<file path="src/rtl/core/xrr_pkg.sv">
// Shared types, constants and helpers for the xoshiro128** range unit.
// No dependencies; imported by xoshiro128_random_range_unit.
package xrr_pkg;

    localparam int unsigned WordW = 32;

    localparam logic [WordW-1:0] LcgMult = 32'd1664525;
    localparam logic [WordW-1:0] LcgInc  = 32'd1013904223;
    localparam logic [WordW-1:0] ScrMul5 = 32'd5;
    localparam logic [WordW-1:0] ScrMul9 = 32'd9;

    localparam int unsigned WarmSteps = 8;
    localparam int unsigned WarmCntW  = $clog2(WarmSteps);
    localparam int unsigned NumWords  = 4;
    localparam int unsigned WordIdxW  = $clog2(NumWords);

    localparam logic FUNC_RESEED = 1'b0;
    localparam logic FUNC_DRAW   = 1'b1;

    typedef logic [NumWords-1:0][WordW-1:0] words_t;

    typedef enum logic [8:0] {
        ST_IDLE     = 9'b000000001,
        ST_SEED_MUL = 9'b000000010,
        ST_SEED_ADD = 9'b000000100,
        ST_WARM     = 9'b000001000,
        ST_DRAW_M5  = 9'b000010000,
        ST_DRAW_M9  = 9'b000100000,
        ST_DRAW_MS  = 9'b001000000,
        ST_DRAW_SUM = 9'b010000000,
        ST_FINISH   = 9'b100000000
    } state_t;

    function automatic logic [WordW-1:0] rotl7(input logic [WordW-1:0] v);
        return {v[WordW-8:0], v[WordW-1:WordW-7]};
    endfunction

    // One xoshiro128 state transition.
    function automatic words_t xs_advance(input words_t w);
        logic [WordW-1:0] sh;
        logic [WordW-1:0] t2;
        logic [WordW-1:0] t3;
        words_t           n;
        sh   = w[1] << 9;
        t2   = w[2] ^ w[0];
        t3   = w[3] ^ w[1];
        n[1] = w[1] ^ t2;
        n[0] = w[0] ^ t3;
        n[2] = t2 ^ sh;
        n[3] = {t3[WordW-12:0], t3[WordW-1:WordW-11]};
        return n;
    endfunction

endpackage

</file>
<file path="src/rtl/core/xoshiro128_random_range_unit.sv">
// Top level of the xoshiro128** generator with ranged draw.
// Depends on xrr_pkg for constants, the state encoding and the transition.
//
// A draw (func 1) walks the scrambler and range states and a reseed
// (func 0) the seeding and warm-up states: one 32x32 multiplier, shared by the
// scrambler (x5, x9), the range scaling and the seeding LCG, is used once
// per cycle under the sequencer, and the eight warm-up transitions run one
// per cycle. s_ready is high only while the sequencer is idle; a finished
// result sits in the m_ register so the next item can be taken before it is
// collected, and a later result waits in the sequencer for as long as that
// register stays occupied. The range may be inverted; the span then wraps
// modulo 2^64.
module xoshiro128_random_range_unit
    import xrr_pkg::*;
(
    input  logic             aclk,
    input  logic             aresetn,
    input  logic             cfg_wr_en,
    input  logic [WordW-1:0] cfg_wr_data,
    input  logic             s_valid,
    output logic             s_ready,
    input  logic             s_func,
    input  logic [WordW-1:0] s_range_low,
    input  logic [WordW-1:0] s_range_high,
    output logic             m_valid,
    input  logic             m_ready,
    output logic [WordW-1:0] m_value
);

    state_t                state_reg, state_next;
    words_t                gen_reg, gen_next;
    logic [WordW-1:0]      seed_reg;
    logic [WordW-1:0]      x_reg, x_next;
    logic [WordIdxW-1:0]   seed_idx_reg, seed_idx_next;
    logic [WarmCntW-1:0]   warm_cnt_reg, warm_cnt_next;
    logic [2*WordW-1:0]    prod_reg;
    logic [WordW-1:0]      r_reg, r_next;
    logic [WordW-1:0]      lo_reg, lo_next;
    logic [WordW-1:0]      span_lo_reg, span_lo_next;
    logic                  span_neg_reg, span_neg_next;
    logic                  span_one_reg, span_one_next;
    logic [WordW-1:0]      result_reg, result_next;
    logic                  m_valid_reg, m_valid_next;
    logic [WordW-1:0]      m_value_reg, m_value_next;

    logic                  mul_en;
    logic [WordW-1:0]      mul_a;
    logic [WordW-1:0]      mul_b;
    logic [WordW+1:0]      span_ext;
    logic [WordW-1:0]      corr;
    logic                  in_xfer;
    logic                  out_free;

    assign s_ready  = (state_reg == ST_IDLE);
    assign in_xfer  = s_valid && s_ready;
    assign out_free = !m_valid_reg || m_ready;
    assign m_valid  = m_valid_reg;
    assign m_value  = m_value_reg;

    // span = high - low + 1, sign extended to 64 bits in pieces
    assign span_ext = {2'b00, s_range_high} - {2'b00, s_range_low} + {{(WordW+1){1'b0}}, 1'b1};

    // r times the upper span word: zero, r, or -r
    always_comb begin
        if (span_neg_reg) begin
            corr = ~r_reg + {{(WordW-1){1'b0}}, 1'b1};
        end else if (span_one_reg) begin
            corr = r_reg;
        end else begin
            corr = '0;
        end
    end

    // Shared multiplier operand select
    always_comb begin
        mul_en = 1'b1;
        mul_a  = prod_reg[WordW-1:0];
        mul_b  = span_lo_reg;
        case (state_reg)
            ST_SEED_MUL: begin
                mul_a = x_reg;
                mul_b = LcgMult;
            end
            ST_DRAW_M5: begin
                mul_a = gen_reg[1];
                mul_b = ScrMul5;
            end
            ST_DRAW_M9: begin
                mul_a = rotl7(prod_reg[WordW-1:0]);
                mul_b = ScrMul9;
            end
            ST_DRAW_MS: begin
                mul_a = prod_reg[WordW-1:0];
                mul_b = span_lo_reg;
            end
            default: begin
                mul_en = 1'b0;
            end
        endcase
    end

    always_comb begin
        state_next    = state_reg;
        gen_next      = gen_reg;
        x_next        = x_reg;
        seed_idx_next = seed_idx_reg;
        warm_cnt_next = warm_cnt_reg;
        r_next        = r_reg;
        lo_next       = lo_reg;
        span_lo_next  = span_lo_reg;
        span_neg_next = span_neg_reg;
        span_one_next = span_one_reg;
        result_next   = result_reg;
        m_valid_next  = m_valid_reg;
        m_value_next  = m_value_reg;

        if (m_valid_reg && m_ready) begin
            m_valid_next = 1'b0;
        end

        case (state_reg)
            ST_IDLE: begin
                if (in_xfer) begin
                    lo_next       = s_range_low;
                    span_lo_next  = span_ext[WordW-1:0];
                    span_neg_next = span_ext[WordW+1];
                    span_one_next = span_ext[WordW];
                    x_next        = seed_reg;
                    seed_idx_next = '0;
                    warm_cnt_next = '0;
                    state_next    = (s_func == FUNC_DRAW) ? ST_DRAW_M5 : ST_SEED_MUL;
                end
            end
            ST_SEED_MUL: begin
                state_next = ST_SEED_ADD;
            end
            ST_SEED_ADD: begin
                x_next                = prod_reg[WordW-1:0] + LcgInc;
                gen_next[seed_idx_reg] = x_next;
                if (seed_idx_reg == WordIdxW'(NumWords - 1)) begin
                    state_next = ST_WARM;
                end else begin
                    seed_idx_next = seed_idx_reg + 1'b1;
                    state_next    = ST_SEED_MUL;
                end
            end
            ST_WARM: begin
                gen_next      = xs_advance(gen_reg);
                warm_cnt_next = warm_cnt_reg + 1'b1;
                if (warm_cnt_reg == WarmCntW'(WarmSteps - 1)) begin
                    result_next = '0;
                    state_next  = ST_FINISH;
                end
            end
            ST_DRAW_M5: begin
                state_next = ST_DRAW_M9;
            end
            ST_DRAW_M9: begin
                gen_next   = xs_advance(gen_reg);
                state_next = ST_DRAW_MS;
            end
            ST_DRAW_MS: begin
                // prod_reg holds the scrambled output r here
                r_next     = prod_reg[WordW-1:0];
                state_next = ST_DRAW_SUM;
            end
            ST_DRAW_SUM: begin
                result_next = prod_reg[2*WordW-1:WordW] + corr + lo_reg;
                state_next  = ST_FINISH;
            end
            ST_FINISH: begin
                // hold until the output register is free
                if (out_free) begin
                    m_valid_next = 1'b1;
                    m_value_next = result_reg;
                    state_next   = ST_IDLE;
                end
            end
            default: begin
                state_next = ST_IDLE;
            end
        endcase
    end

    always_ff @(posedge aclk) begin
        if (!aresetn) begin
            state_reg   <= ST_IDLE;
            gen_reg     <= {32'd4, 32'd3, 32'd2, 32'd1};
            seed_reg    <= '0;
            m_valid_reg <= 1'b0;
        end else begin
            state_reg   <= state_next;
            gen_reg     <= gen_next;
            m_valid_reg <= m_valid_next;
            if (cfg_wr_en) begin
                seed_reg <= cfg_wr_data;
            end
        end
    end

    always_ff @(posedge aclk) begin
        if (mul_en) begin
            prod_reg <= {{WordW{1'b0}}, mul_a} * {{WordW{1'b0}}, mul_b};
        end
        x_reg        <= x_next;
        seed_idx_reg <= seed_idx_next;
        warm_cnt_reg <= warm_cnt_next;
        r_reg        <= r_next;
        lo_reg       <= lo_next;
        span_lo_reg  <= span_lo_next;
        span_neg_reg <= span_neg_next;
        span_one_reg <= span_one_next;
        result_reg   <= result_next;
        m_value_reg  <= m_value_next;
    end

    a_busy_after_xfer: assert property (@(posedge aclk) disable iff (!aresetn)
        in_xfer |=> state_reg != ST_IDLE)
        else $error("sequencer stayed idle after an input transfer");

    a_seed_to_warm: assert property (@(posedge aclk) disable iff (!aresetn)
        (state_reg == ST_SEED_ADD && seed_idx_reg == WordIdxW'(NumWords - 1))
        |=> (state_reg == ST_WARM && warm_cnt_reg == '0))
        else $error("warm-up did not start cleanly after seeding");

    a_finish_loads: assert property (@(posedge aclk) disable iff (!aresetn)
        (state_reg == ST_FINISH && out_free)
        |=> (m_valid_reg && state_reg == ST_IDLE && m_value_reg == $past(result_reg)))
        else $error("result not loaded into output register");

    a_reseed_zero: assert property (@(posedge aclk) disable iff (!aresetn)
        (state_reg == ST_FINISH && $past(state_reg) == ST_WARM) |-> result_reg == '0)
        else $error("reseed result is not zero");

endmodule

</file>
<file path="config.mk">
export PLATFORM = sky130hd
export DESIGN_NAME = xoshiro128_random_range_unit
export DESIGN_NICKNAME = d
export VERILOG_FILES = /design/src/rtl/core/xrr_pkg.sv /design/src/rtl/core/xoshiro128_random_range_unit.sv
export SDC_FILE = /design/constraint.sdc
export NUM_CORES = 2
export LEC_CHECK = 0
export ABC_CLOCK_PERIOD_IN_PS = 12600
export BUFFER_PORTS_ARGS = -buffer_cell sky130_fd_sc_hd__buf_2
export CAP_MARGIN = 40
export CELL_PAD_IN_SITES_DETAIL_PLACEMENT = 0
export CELL_PAD_IN_SITES_GLOBAL_PLACEMENT = 1
export CORE_ASPECT_RATIO = 0.5
export CORE_MARGIN = 10
export CORE_UTILIZATION = 37
export DETAILED_ROUTE_END_ITERATION = 10
export PLACE_DENSITY_LB_ADDON = 0.1
export REMOVE_ABC_BUFFERS = 1
export SYNTH_ARGS = -nofsm -noshare
export SYNTH_HDL_FRONTEND = slang
export SYNTH_SLANG_ARGS = --single-unit
</file>
<file path="constraint.sdc">
create_clock -name aclk -period 12.6 [get_ports aclk]
set_clock_uncertainty 0.2 [all_clocks]
set_input_delay 1.89 -clock aclk [delete_from_list [all_inputs] [get_ports aclk]]
set_output_delay 1.89 -clock aclk [all_outputs]
set_load 0.01 [all_outputs]
</file>
==> metrics.csv <==
stage,metric,value,unit
outcome,outcome,finished clean,
final_layout,fin_cells,8359,
setup_path,cp.required,12.81,ns
global_routing,grt_pass1_vias,46800,
placement,hpwl,173,mm
yosys,synth_compound_area_frac,0.0968,
timing,fin_tns_setup,0,ns
yosys,synth_top_family_by_area,adder cells,
global_routing,grt_max_degree,74,
drt,avgRoutedWirePerCell,26.0,um
setup_path,r2r-start,state_reg[6]$_SDFFE_PN0P_,
final_layout,drive_gt1_frac,0.0781,
placement,portBuffers,135,
yosys,syn_avg_cell_area,9.16,um^2
drt,drtAntennaViolNets,0,
final_layout,final_common_cell,inv_1,
drt,wirelength,217,mm
yosys,yosys_register_bits,433,
cts,cts_max_level,2,
final_layout,final_cell_mix,"1064 x inv_1, 929 x fa_1, 674 x nand2_1, 538 x nor2_1, 386 x and2_1",
setup_path,cp_slowest_cell,o21ai_0,
hold_path,worstHoldStart,result_reg[29]$_SDFFCE_PN0P_,
global_routing,grt_pass1_wl,320,mm
yosys,yosys.cell_types.count,80,
cts,cts_tree,yes,
timing,worst_pin_slew,0.994,ns
final_layout,largest_reg_flops,128,
cts,cts_setup_buffers,0,
setup_path,crit_fanout,33,
floorplanning,die_height,297,um
setup_path,critPathKind,flip-flop to flip-flop,
yosys,ys.flop_type,edfxtp_1,
timing,drv_slew,0,
floorplanning,core,152000,um^2
final_layout,area_growth,10.1,%
global_routing,grt-ovfl-total,0,
setup_path,cp-end-kind,flip-flop,
floorplanning,start_util,0.373,
timing,slew_headroom,0.337,
placement,place_congestion,0.961,
floorplanning,dieArea,170000,um^2
setup_path,cp_data_arrival_time,11.67,ns
yosys,synthArstFlopShare,0,
floorplanning,die_w,574,um
timing,period_minus_slack,11.46,ns
timing,final-setup-viol-count,0,
yosys,synth_edf_count,263,
final_layout,fin_nets,7618,
drt,viasPerCell,5.41,
drt,drcViolationCount,0,
drt,firstDrtPassIters,6,
cts,clk_pin_slew_worst_paths,0.07,ns
timing,hold_violations,0,
cts,ctsHoldBuffers,0,
floorplanning,row_count,101,
timing,min_period_over_period,0.910,
yosys,synth-xor-area-share,0.0423,
cts,cts_max_path_buffers,3,
timing,rsz0062_at_grt,no,
cts,postCtsResizedCells,0,
setup_path,critPathMaxStageDelay,0.75,ns
flow_run,maxCapViolCount,0,
setup_path,crit_top_cell,fa_1,
placement,place_inst,8257,
yosys,synthAdderAreaFrac,0.402,
setup_path,reg2reg_slack,1.14,ns
drt,vias,45300,
cts,clkLatencyLatePin,0.65,ns
yosys,muxShareOfSynthArea,0.00636,
global_routing,grt_util_all_layers,0.249,
yosys,netlist_area,56700,um^2
cts,cts_buffers,51,
yosys,syn_inst,6188,
setup_path,crit_path_start,state_reg[6]$_SDFFE_PN0P_,
final_layout,num-fill-cells,15100,
setup_path,startpoint_type,flip-flop,
cts,cts_root_buf,clkbuf_16,
yosys,yosysSeqAreaShare,0.199,
drt,drt_iter0_drc,4461,
yosys,synth-simple-area-share,0.163,
timing,clock.fmax,0.0872,GHz
floorplanning,ios,136,
global_routing,antenna_found_initial,16,
yosys,yosysWarnings,0,
hold_path,min_path_type,flip-flop to flip-flop,
cts,cts_sinks,433,
[metrics by stage]
step / instance area [um^2] / worst slack [ns] / hold slack [ns] / utilization
finish: 62400 / 1.14 / 0.223 / 0.411
global placement: 60000 / 1.53 / 0.213 / 0.395
floorplan: 55600 / 0.886 / 0.200 / -
CTS: 62400 / 1.51 / 0.226 / 0.410
global route: 62400 / 0.935 / 0.236 / 0.411
detailed placement: 60600 / 1.56 / 0.205 / 0.399
[layer usage]
metal / share of wire / global-route usage
met1: 0.47 / 0.373
met2: 0.42 / 0.366
met3: 0.085 / 0.0564
met4: 0.021 / 0.0510
met5: 0.000097 / 0
[synth_stat cells (19+ instances only)]
cell,n,share of area
a211oi_1,39,0.0052
a21o_1,65,0.0086
a21oi_1,184,0.016
a221oi_1,41,0.0063
a22oi_1,22,0.0029
a31oi_1,33,0.0036
and2_1,386,0.043
and3_1,60,0.0066
clkbuf_1,290,0.019
dfxtp_1,170,0.060
edfxtp_1,263,0.14
fa_1,929,0.33
ha_1,334,0.074
inv_1,1066,0.071
mux2i_1,36,0.0064
nand2_1,677,0.045
nand2b_1,36,0.0040
nand3_1,47,0.0041
nand4_1,28,0.0031
nor2_1,543,0.036
nor2b_1,19,0.0021
nor3_1,68,0.0060
nor4_1,19,0.0021
o21a_1,47,0.0062
o21ai_0,247,0.022
or2_2,19,0.0021
xnor2_1,157,0.024
xor2_1,117,0.018
[cells by family (layout without fill, tap and decap cells)]
logic type                 after synthesis  in the layout
and+or+nand+nor                       1969           1969
buffers and inverters                 1365           1473
adders and majority gates             1263           1263
AOI/OAI and AO/OA                      848            848
DFF                                    433            433
xor gates and xnor gates               274            274
muxes                                   36             36
other                                    0              3
[critical path, delay by kind of cell (launching register included)]
family | cells | cell delay, ns
compound gates | 7 | 2.04
xor+xnor | 1 | 0.08
simple gates | 11 | 3.00
fa+ha+maj | 9 | 4.59
buf+inv | 6 | 0.92
flops | 1 | 0.36
[area by class of cell]
type	instances	area, um^2	area share
multi-input cells	4390	40500	0.648
flip-flops and latches	433	11300	0.181
inverters	1066	4000	0.0641
well taps	2060	2580	0.0413
repair buffers	311	2300	0.0369
clock buffers	67	1400	0.0224
clock inverters	29	382	0.00611
diodes	3	7.51	0.000120
[final timing paths]
kind,to,cells past startpoint
worst max-delay path,prod_reg[63]$_DFFE_PP_,34
worst min-delay path,m_value[29]$_DFFE_PP_,0
worst max register to register,prod_reg[63]$_DFFE_PP_,34
worst min register to register,m_value[29]$_DFFE_PP_,0
Power is left out: the tool's default activity adds up to more than one toggle a clock period on the data nets, which glitch-free logic cannot reach.
